<file path="src/rtl/gqs_pkg.sv">
// Shared types, constants and a helper function for the Q-set size block.
`timescale 1ns / 1ps

package gqs_pkg;

	localparam int VERTICES = 64;
	localparam int ROW_SLOTS = 64;
	localparam int ROW_W = 64;
	localparam int IDX_W = 6;
	localparam int CNT_W = 7;
	localparam int CHUNK_W = 8;
	localparam int CHUNKS = ROW_W / CHUNK_W;
	localparam int CHUNK_IDX_W = $clog2(CHUNKS);

	localparam logic [ROW_W-1:0] VMASK = {ROW_W{1'b1}} >> (ROW_W - VERTICES);

	localparam logic CMD_LOAD = 1'b0;
	localparam logic CMD_QUERY = 1'b1;

	typedef enum logic [2:0] {
		ST_IDLE,
		ST_EXPAND,
		ST_COUNT,
		ST_DONE
	} gqs_state_t;

	typedef struct packed {
		logic             we;
		logic [IDX_W-1:0] waddr;
		logic [ROW_W-1:0] wdata;
		logic             re;
		logic [IDX_W-1:0] raddr;
	} ram_req_t;

	function automatic logic [3:0] popcount8(input logic [CHUNK_W-1:0] x);
		logic [3:0] c;
		c = '0;
		for (int i = 0; i < CHUNK_W; i++) begin
			c = c + {3'b000, x[i]};
		end
		return c;
	endfunction

endpackage

</file>
<file path="src/rtl/gqs_pick.sv">
// Lowest set bit search that selects the next vertex to expand.
`timescale 1ns / 1ps

module gqs_pick
	import gqs_pkg::*;
(
	input  logic [ROW_W-1:0] pending,
	output logic             found,
	output logic [IDX_W-1:0] index
);

	logic [ROW_W-1:0] iso;

	assign iso   = pending & (~pending + ROW_W'(1));
	assign found = |pending;

	always_comb begin
		index = '0;
		for (int i = 0; i < ROW_W; i++) begin
			if (iso[i]) begin
				index = index | IDX_W'(i);
			end
		end
	end

endmodule

</file>
<file path="config.mk">
export PLATFORM = sky130hd
export DESIGN_NAME = gqs_pick
export DESIGN_NICKNAME = d
export VERILOG_FILES = /design/src/rtl/gqs_pkg.sv /design/src/rtl/gqs_pick.sv
export SDC_FILE = /design/constraint.sdc
export NUM_CORES = 1
export LEC_CHECK = 0
export ABC_AREA = 1
export BUFFER_PORTS_ARGS = -buffer_cell sky130_fd_sc_hd__clkbuf_2
export CAP_MARGIN = 0
export CORE_ASPECT_RATIO = 1.1
export CORE_MARGIN = 1.5
export CORE_UTILIZATION = 40
export DETAILED_ROUTE_END_ITERATION = 7
export GPL_TIMING_DRIVEN = 1
export PLACE_DENSITY = 0.66
export SLEW_MARGIN = 30
export SYNTH_ARGS = -nofsm -noshare
export SYNTH_HDL_FRONTEND = slang
export SYNTH_SLANG_ARGS = --single-unit
</file>
<file path="constraint.sdc">
create_clock -name vclk -period 1.34
set_input_delay 0.134 -clock vclk [all_inputs]
set_output_delay 0.134 -clock vclk [all_outputs]
set_load 0.005 [all_outputs]
</file>
==> results.md <==
- Initial core utilization: 0.411
- Vias in the first global route: 4,169
- PwrDens: 159 nW/um2
- Min-Delay Path Class: in2out
- Startpoint Class: primary input
- Final ANT Viol Nets: 0
- Synthesized Nets: 601
- Period utilization: 1.38
- Die X: 75.9 um
- Synth top area cells: nor2_1 (27%), nand2_1 (26%), nand3_1 (16%)
- Critical Path, Cell by Cell: buf_2, nor2_4, nand2_2, nor2_4, nand3_1, nor2_4, nand2_2, nand2_1, nor2_1, nand2_1, nor2_1, nand3_1, clkbuf_2
- Status: complete, but fails checks
- Worst slew margin: 0.792
- Number of clock buffers in the layout: 0
- Setup CP Type: in2out
- Port Buf Inserts: 71
- DRT iter0 DRCs: 356
- Slew Limit Fails: 0
- First-pass GRT wire length: 18,800 um
- Final hold violation count: 0
- Post-Place Setup Slack: -0.642 ns
- Worst endpoint data arrival time: 1.72 ns
- Avg Inst Size Synth: 4.36 um2
- Number of max-cap violations: 0
- Number of diodes: 0
- Syn Inst Count: 537
- Total global-route track usage: 0.368
- Element type at the critical path end: output pin
- Seq Cell Count: 0
- Slowest cell on the critical path: nor2_4
- Final worst-path setup slack: -0.513 ns
- Min Tclk post-route: 1.85 ns
- # setup viols final: 7
- DRC violations left: 0
- Total grt overflow: 0
- Die Span Y: 83.2 um
- Most frequent cell after synthesis: nor2_1
- Layout cell share with drive strength beyond 1: 0.486
- Layout Nets: 805
- WL final: 13,100 um
- Yosys cell types: 22
- Yosys Warn Count: 0
- CP Data Required Time: 1.21 ns
- Reg area: 0 um2
- Initial antenna violation count: 0
- WP buf/inv: 2
- Core box area: 5700 um2
- Post-route cell area: 4470 um2
- Register area share after synthesis: 0
- Critical path peak fanout: 4
- Gp weighted congestion: 0.989
- Die ar.: 6320 um2
- Unrepaired setup endpoints after global routing: yes
- Via-to-Cell Ratio: 5.47
- Area share of the largest cell type after synthesis: 0.266
- IO Pins: 71
- Routed WL per cell: 16.0 um
- Most frequent CP cell: nor2_4
- Top delay family on crit path: simple AND/OR/NAND/NOR gates
- Hold slack: 0.661 ns
- Core Rows: 29
- Largest net degree at the start of global routing: 9
- Pwr Total: 0.000712 W
- Failing checks: setup timing
- Pleak: 2.36 nW
- Post-synth top cells: nor2_1 (166), nand2_1 (163), inv_1 (74)
- Highest clock rate: 540 MHz
- Post-Syn Area: 2340 um2
- Dpl cell area: 3640 um2
- First-pass DRT Iterations: 7
- Yosys top cell by area: nor2_1
- Slew @ Worst Pin: 0.311 ns
- Worst vdd ir: 145 uV
- Area growth, synth to finish: 91.1%
- CP max stage delay: 0.20 ns
- DR vias: 4,466
- DP Wirelength: 9640 um
report_power, final:
part	switching [W]	internal (W)
clock network	0	0
registers	0	0
logic	0.000382	0.000330
timing repair:
item	in CTS	in global routing
hold buffers	0	0
setup endpoints to repair	7	7
buffers inserted	10	8
pin swaps	19	51
resized for setup	79	117
cell families after synthesis:
group | count (synthesis) | share of synthesized area
AOI/OAI and AO/OA | 6 | 0.0182
and+or+nand+nor | 457 | 0.863
buffers and inverters | 74 | 0.119
area by class of cell:
class	instances	area (um2)
Timing Repair Buffer	202	1440
Tap cell	77	96.3
Inverter	74	278
Fill cell	479	1220
Multi-Input combinational cell	463	2660
path summary, 6_finish.rpt:
check / cells past startpoint / from / endpoint
hold / removal: 5 / pending[62] / found
setup / recovery: 13 / pending[5] / index[4]
per-layer routing:
| layer | GRT usage | wire length [um] |
|---|---|---|
| met1 | 0.377 | 4510 |
| met2 | 0.708 | 6510 |
| met3 | 0.0286 | 869 |
| met4 | 0.241 | 1180 |
| met5 | 0 | 0 |
cell usage in the layout, fill, tap and decap left out, types with 7 or more instances in the layout:
cell type,synthesis,layout
inv_1,74,71
nor2_4,9,44
nand2_2,3,28
nand3_2,1,22
nand4_1,7,7
clkbuf_2,0,60
nand2_1,163,136
nand3_1,73,48
nor3_1,9,8
nor2_2,10,49
buf_4,0,124
nor2_1,166,92
buf_6,0,8
per-stage QoR:
stage          TNS [ns]  std cells   util
2_1_floorplan         0        537      -
3_5_place_dp      -3.95        798  0.639
3_3_place_gp      -3.88        798  0.639
6_report          -3.24        816  0.785
5_1_grt           -3.68        816  0.785
4_1_cts           -2.67        808  0.701
Power figures use the tool's default switching activity.
