## config.mk

```make
export PLATFORM = sky130hd
export DESIGN_NAME = gqs_adj_ram
export DESIGN_NICKNAME = d
export VERILOG_FILES = /design/src/rtl/gqs_pkg.sv /design/src/rtl/gqs_adj_ram.sv
export SDC_FILE = /design/constraint.sdc
export NUM_CORES = 2
export LEC_CHECK = 0
export ABC_CLOCK_PERIOD_IN_PS = 3400
export BUFFER_PORTS_ARGS = -buffer_cell sky130_fd_sc_hd__buf_2
export CAP_MARGIN = 20
export CORE_MARGIN = 1.5
export CORE_UTILIZATION = 60
export CTS_CLUSTER_SIZE = 24
export DETAILED_ROUTE_END_ITERATION = 8
export PLACE_DENSITY = 0.86
export SLEW_MARGIN = 5
export SYNTH_ARGS = -nofsm -noshare
export SYNTH_HDL_FRONTEND = slang
export SYNTH_SLANG_ARGS = --single-unit
```

## constraint.sdc

```tcl
create_clock -name clk -period 3.4 [get_ports clk]
set_input_delay 0 -clock clk [delete_from_list [all_inputs] [get_ports clk]]
set_output_delay 0 -clock clk [all_outputs]
set_load 0.02 [all_outputs]
```

## src/rtl/gqs_pkg.sv

```systemverilog
// Shared types, constants and a helper function for the Q-set size block.
`timescale 1ns / 1ps

package gqs_pkg;

	localparam int VERTICES = 64;
	localparam int ROW_SLOTS = 64;
	localparam int ROW_W = 64;
	localparam int IDX_W = 6;
	localparam int CNT_W = 7;
	localparam int CHUNK_W = 8;
	localparam int CHUNKS = ROW_W / CHUNK_W;
	localparam int CHUNK_IDX_W = $clog2(CHUNKS);

	localparam logic [ROW_W-1:0] VMASK = {ROW_W{1'b1}} >> (ROW_W - VERTICES);

	localparam logic CMD_LOAD = 1'b0;
	localparam logic CMD_QUERY = 1'b1;

	typedef enum logic [2:0] {
		ST_IDLE,
		ST_EXPAND,
		ST_COUNT,
		ST_DONE
	} gqs_state_t;

	typedef struct packed {
		logic             we;
		logic [IDX_W-1:0] waddr;
		logic [ROW_W-1:0] wdata;
		logic             re;
		logic [IDX_W-1:0] raddr;
	} ram_req_t;

	function automatic logic [3:0] popcount8(input logic [CHUNK_W-1:0] x);
		logic [3:0] c;
		c = '0;
		for (int i = 0; i < CHUNK_W; i++) begin
			c = c + {3'b000, x[i]};
		end
		return c;
	endfunction

endpackage

```

## src/rtl/gqs_adj_ram.sv

```systemverilog
// Adjacency row memory with one write and one registered read port, cleared by valid bits.
`timescale 1ns / 1ps

module gqs_adj_ram
	import gqs_pkg::*;
(
	input  logic             clk,
	input  logic             arst_n,
	input  ram_req_t         req,
	output logic [ROW_W-1:0] rdata
);

	logic [ROW_W-1:0]     mem [ROW_SLOTS];
	logic [ROW_SLOTS-1:0] valid_q;
	logic [ROW_W-1:0]     rdata_q;
	logic                 rvalid_q;

	always_ff @(posedge clk) begin
		if (req.we) begin
			mem[req.waddr] <= req.wdata;
		end
		if (req.re) begin
			rdata_q <= mem[req.raddr];
		end
	end

	always_ff @(posedge clk or negedge arst_n) begin
		if (!arst_n) begin
			valid_q  <= '0;
			rvalid_q <= 1'b0;
		end else begin
			if (req.we) begin
				valid_q[req.waddr] <= 1'b1;
			end
			if (req.re) begin
				rvalid_q <= valid_q[req.raddr];
			end
		end
	end

	assign rdata = rvalid_q ? rdata_q : '0;

endmodule

```

==> results.py <==
metrics = {
    "yosys": {
        "ys_types": 29,
        "synth_cells": 6310,
        "syn_area_per_cell_um2": 25.32,
        "syn_nets": 6390,
        "synth-edff-count": 4160,
        "synth_area_um2": 159800,
        "synth-seq-cells": 4225,
        "ys_warn_count": 0,
        "yosysSeqAreaShare_pct": 79.20,
        "synth_top_flop_cell": "edfxtp_1",
        "synthArstFlopShare_pct": 1.538,
    },
    "worst_setup_path": {
        "max_stage_delay_ns": 1.02,
        "required_ns": 3.40,
        "crit_end": "rdata[24]",
        "startpoint_type": "flip-flop",
        "worstSetupEndpointType": "primary output",
        "worstRegToRegCells": 4,
        "path_cells": "buf_4 -> and2_1 -> buf_2",
        "cp.arrival_ns": 2.79,
        "crit_start": "rvalid_q$_DFFE_PN0P_",
        "cp_max_fo": 42,
        "rr_startpoint": "mem[35][11]$_DFFE_PP_",
        "r2r_slack_ns": 0.70,
        "cp_slowest_cell": "dfrtp_4",
        "critical_path_class": "reg -> out",
        "timing.rr.end": "rdata_q[11]$_DFFE_PP_",
    },
    "timing": {
        "max_freq_ghz": 0.3584,
        "maxSlewHeadroom_pct": 20.89,
        "skew_ns": 0.06654,
        "fin_setup_tns_ns": 0,
        "hold_viol": 0,
        "rsz0062_at_grt": "no",
        "setup_viol": 0,
        "min_period_ns": 2.790,
        "drv_slew": 0,
        "post-route-period-util_pct": 82.07,
        "tightest_slew_ns": 1.187,
    },
    "layout": {
        "drive_above_1_share_pct": 34.52,
        "nets": 7065,
        "fill_cells": 13910,
        "design_area_um2": 183100,
        "area_growth_pct": 14.59,
    },
    "grt": {
        "grt_remaining_overflow": 0,
        "grtUsageTotal_pct": 42.71,
        "grt_first_pass_wirelength_mm": 758.9,
        "grt_start_max_net_pins": 94,
        "antenna_found_initial": 73,
        "grt_pass1_vias": 88240,
    },
    "place": {
        "gp_congestion": 0.8117,
        "dpl-instance-area_um2": 168900,
        "io_buffers": 143,
        "dpl.hpwl_mm": 272.7,
    },
    "pwr": {
        "power.density_nw_per_um2": 604.6,
        "p_int_mw": 86.05,
        "sw_frac_of_total_pct": 22.25,
        "clock_power_share_pct": 42.0,
        "p_leak_nw": 57.69,
        "ir_drop_mv": 0.7514,
        "p_comb_share_pct": 5.3,
        "power_mw": 110.7,
        "seqPwrFrac_pct": 52.7,
        "power_switching_mw": 24.63,
    },
    "routing": {
        "via_count": 86480,
        "initialDrtViolationCount": 17450,
        "ant_nets": 0,
        "drc": 21,
        "drt_pre_antenna_iters": 9,
        "wl_mm": 565.5,
        "wl_per_cell_um": 51.98,
        "avgViaCountPerCell": 7.949,
    },
    "clock_network": {
        "cts-hold-fix-buffers": 86,
        "post_cts_buffers": 0,
        "cts_tree": "done",
        "cts_resized": 0,
        "path_clk_slew_ns": 0.07,
        "cts.sinks": 4225,
        "insertion_delay_ns": 1.06,
        "cts_root_buf": "clkbuf_16",
        "cts_inserted_buffers": 405,
        "h-tree-depth": 5,
        "ctsLongestPathBuffers": 4,
    },
    "floorplan": {
        "fp.dieH_um": 519.0,
        "io_pins": 144,
        "num_rows": 189,
        "die-area_um2": 269400,
        "coreArea_um2": 265100,
        "initial_core_util_pct": 60.27,
        "die_w_um": 519.0,
    },
    "flow_run": {
        "max-cap-violations": 0,
    },
    "run_status": {
        "status": "finished with violations",
        "violations": "DRC",
    },
    "hold_path": {
        "min_path_type": "in -> reg",
    },
}
metrics by stage:
stage               setup WS (ns)  utilization [%]  hold WS [ns]  cells
floorplan                 -0.6152                -       -0.2956   6310
global placement           0.5544            63.70        0.2182  10020
detailed placement         0.4946            63.70        0.2674  10020
CTS                        0.6481            68.96        0.1223  10820
global route               0.6048            69.03       0.07222  10840
finish                     0.6097            69.06       0.09841  10880
power by group through the flow:
stage               clock network (mW)  registers, mW  logic, mW
floorplan                            0           59.0       3.10
global placement                     0           59.2       4.96
detailed placement                   0           59.3       5.35
CTS                               46.2           58.3       5.72
global route                      47.9           58.3       5.98
finish                            46.5           58.3       5.91
cells in the mapped netlist (4+ instances only):
| cell | n | area (um2) |
|---|---|---|
| a22oi_1 | 132 | 991.0 |
| dfrtp_1 | 65 | 1627 |
| nand2_1 | 74 | 277.8 |
| mux4_2 | 1289 | 29030 |
| edfxtp_1 | 4160 | 124900 |
| clkbuf_1 | 182 | 683.2 |
| mux2i_1 | 20 | 200.2 |
| buf_1 | 36 | 135.1 |
| or2_2 | 65 | 406.6 |
| buf_2 | 111 | 555.5 |
| nor2b_1 | 7 | 43.79 |
| nand3_1 | 10 | 50.05 |
| and2_1 | 65 | 406.6 |
| nor2_1 | 68 | 255.2 |
| buf_6 | 4 | 45.04 |
cell usage in the layout, fill, tap and decap left out, types with 2 or more instances in the layout:
cell type and count:
edfxtp_1 4160, mux4_2 1289, clkbuf_16 412, buf_4 198, buf_12 174, buf_2 138
a22oi_1 132, dlygate4sd3_1 88, clkinv_1 84, clkinv_2 78, nand2_1 74, or2_2 65
and2_1 64, dfrtp_1 64, nor2_4 63, clkbuf_1 55, diode_2 49, bufinv_16 47
mux2i_1 20, clkinvlp_4 19, nand3_1 10, inv_6 8, clkbuf_8 7, clkinv_4 6
nor2_1 5, nor2b_1 5, inv_1 3, nand2b_1 3, buf_8 3, nor2b_4 2
nor3_4 2, nand3b_1 2, a311oi_1 2, a31oi_1 2, clkinv_8 2
worst max-delay path: cells and delay by family, from the launching register on:
kind          cells  cell delay, ns
buf+inv           2            0.52
flops             1            1.02
simple gates      1            0.17
sequential cells by signal, indices dropped and copies added, names as in the netlist:
name      count
mem        4096
rdata_q      64
rvalid_q      1
valid_q      64
cells by family after synthesis:
group           after synthesis  share of synthesized area (%)
compound gates              139                         0.6531
simple gates                300                         0.9476
flops                      4225                          79.20
mux                        1309                          18.30
buf+inv                     337                         0.8998
per-layer routing:
| metal | share of wire (%) | global-route usage, % |
|---|---|---|
| met1 | 26 | 47.17 |
| met2 | 47 | 65.36 |
| met3 | 16 | 14.15 |
| met4 | 12 | 40.41 |
| met5 | 0.070 | 0 |
worst min-delay path by stage:
stage / start / to / slack, ns / cells past startpoint
2_1_floorplan: arst_n / rvalid_q$_DFFE_PN0P_ / -0.30 / 0
3_3_place_gp: arst_n / valid_q[0]$_DFFE_PN0P_ / 0.22 / 1
3_5_place_dp: arst_n / valid_q[0]$_DFFE_PN0P_ / 0.27 / 1
4_1_cts: arst_n / valid_q[33]$_DFFE_PN0P_ / 0.12 / 4
5_1_grt: req[7] / mem[43][0]$_DFFE_PP_ / 0.07 / 2
6_report: req[7] / mem[43][0]$_DFFE_PP_ / 0.1 / 2
area by class of cell:
| class | instances | area, um2 | area share [%] |
|---|---|---|---|
| Timing Repair Buffer | 602 | 6614 | 3.613 |
| Antenna cell | 49 | 122.6 | 0.06698 |
| Sequential cell | 4225 | 126600 | 69.12 |
| Clock buffer | 474 | 10610 | 5.797 |
| Tap cell | 3533 | 4420 | 2.415 |
| Inverter | 3 | 11.26 | 0.006151 |
| Clock inverter | 246 | 2446 | 1.336 |
| Multi-Input combinational cell | 1748 | 32300 | 17.64 |
(Power assumes the default switching activity.)
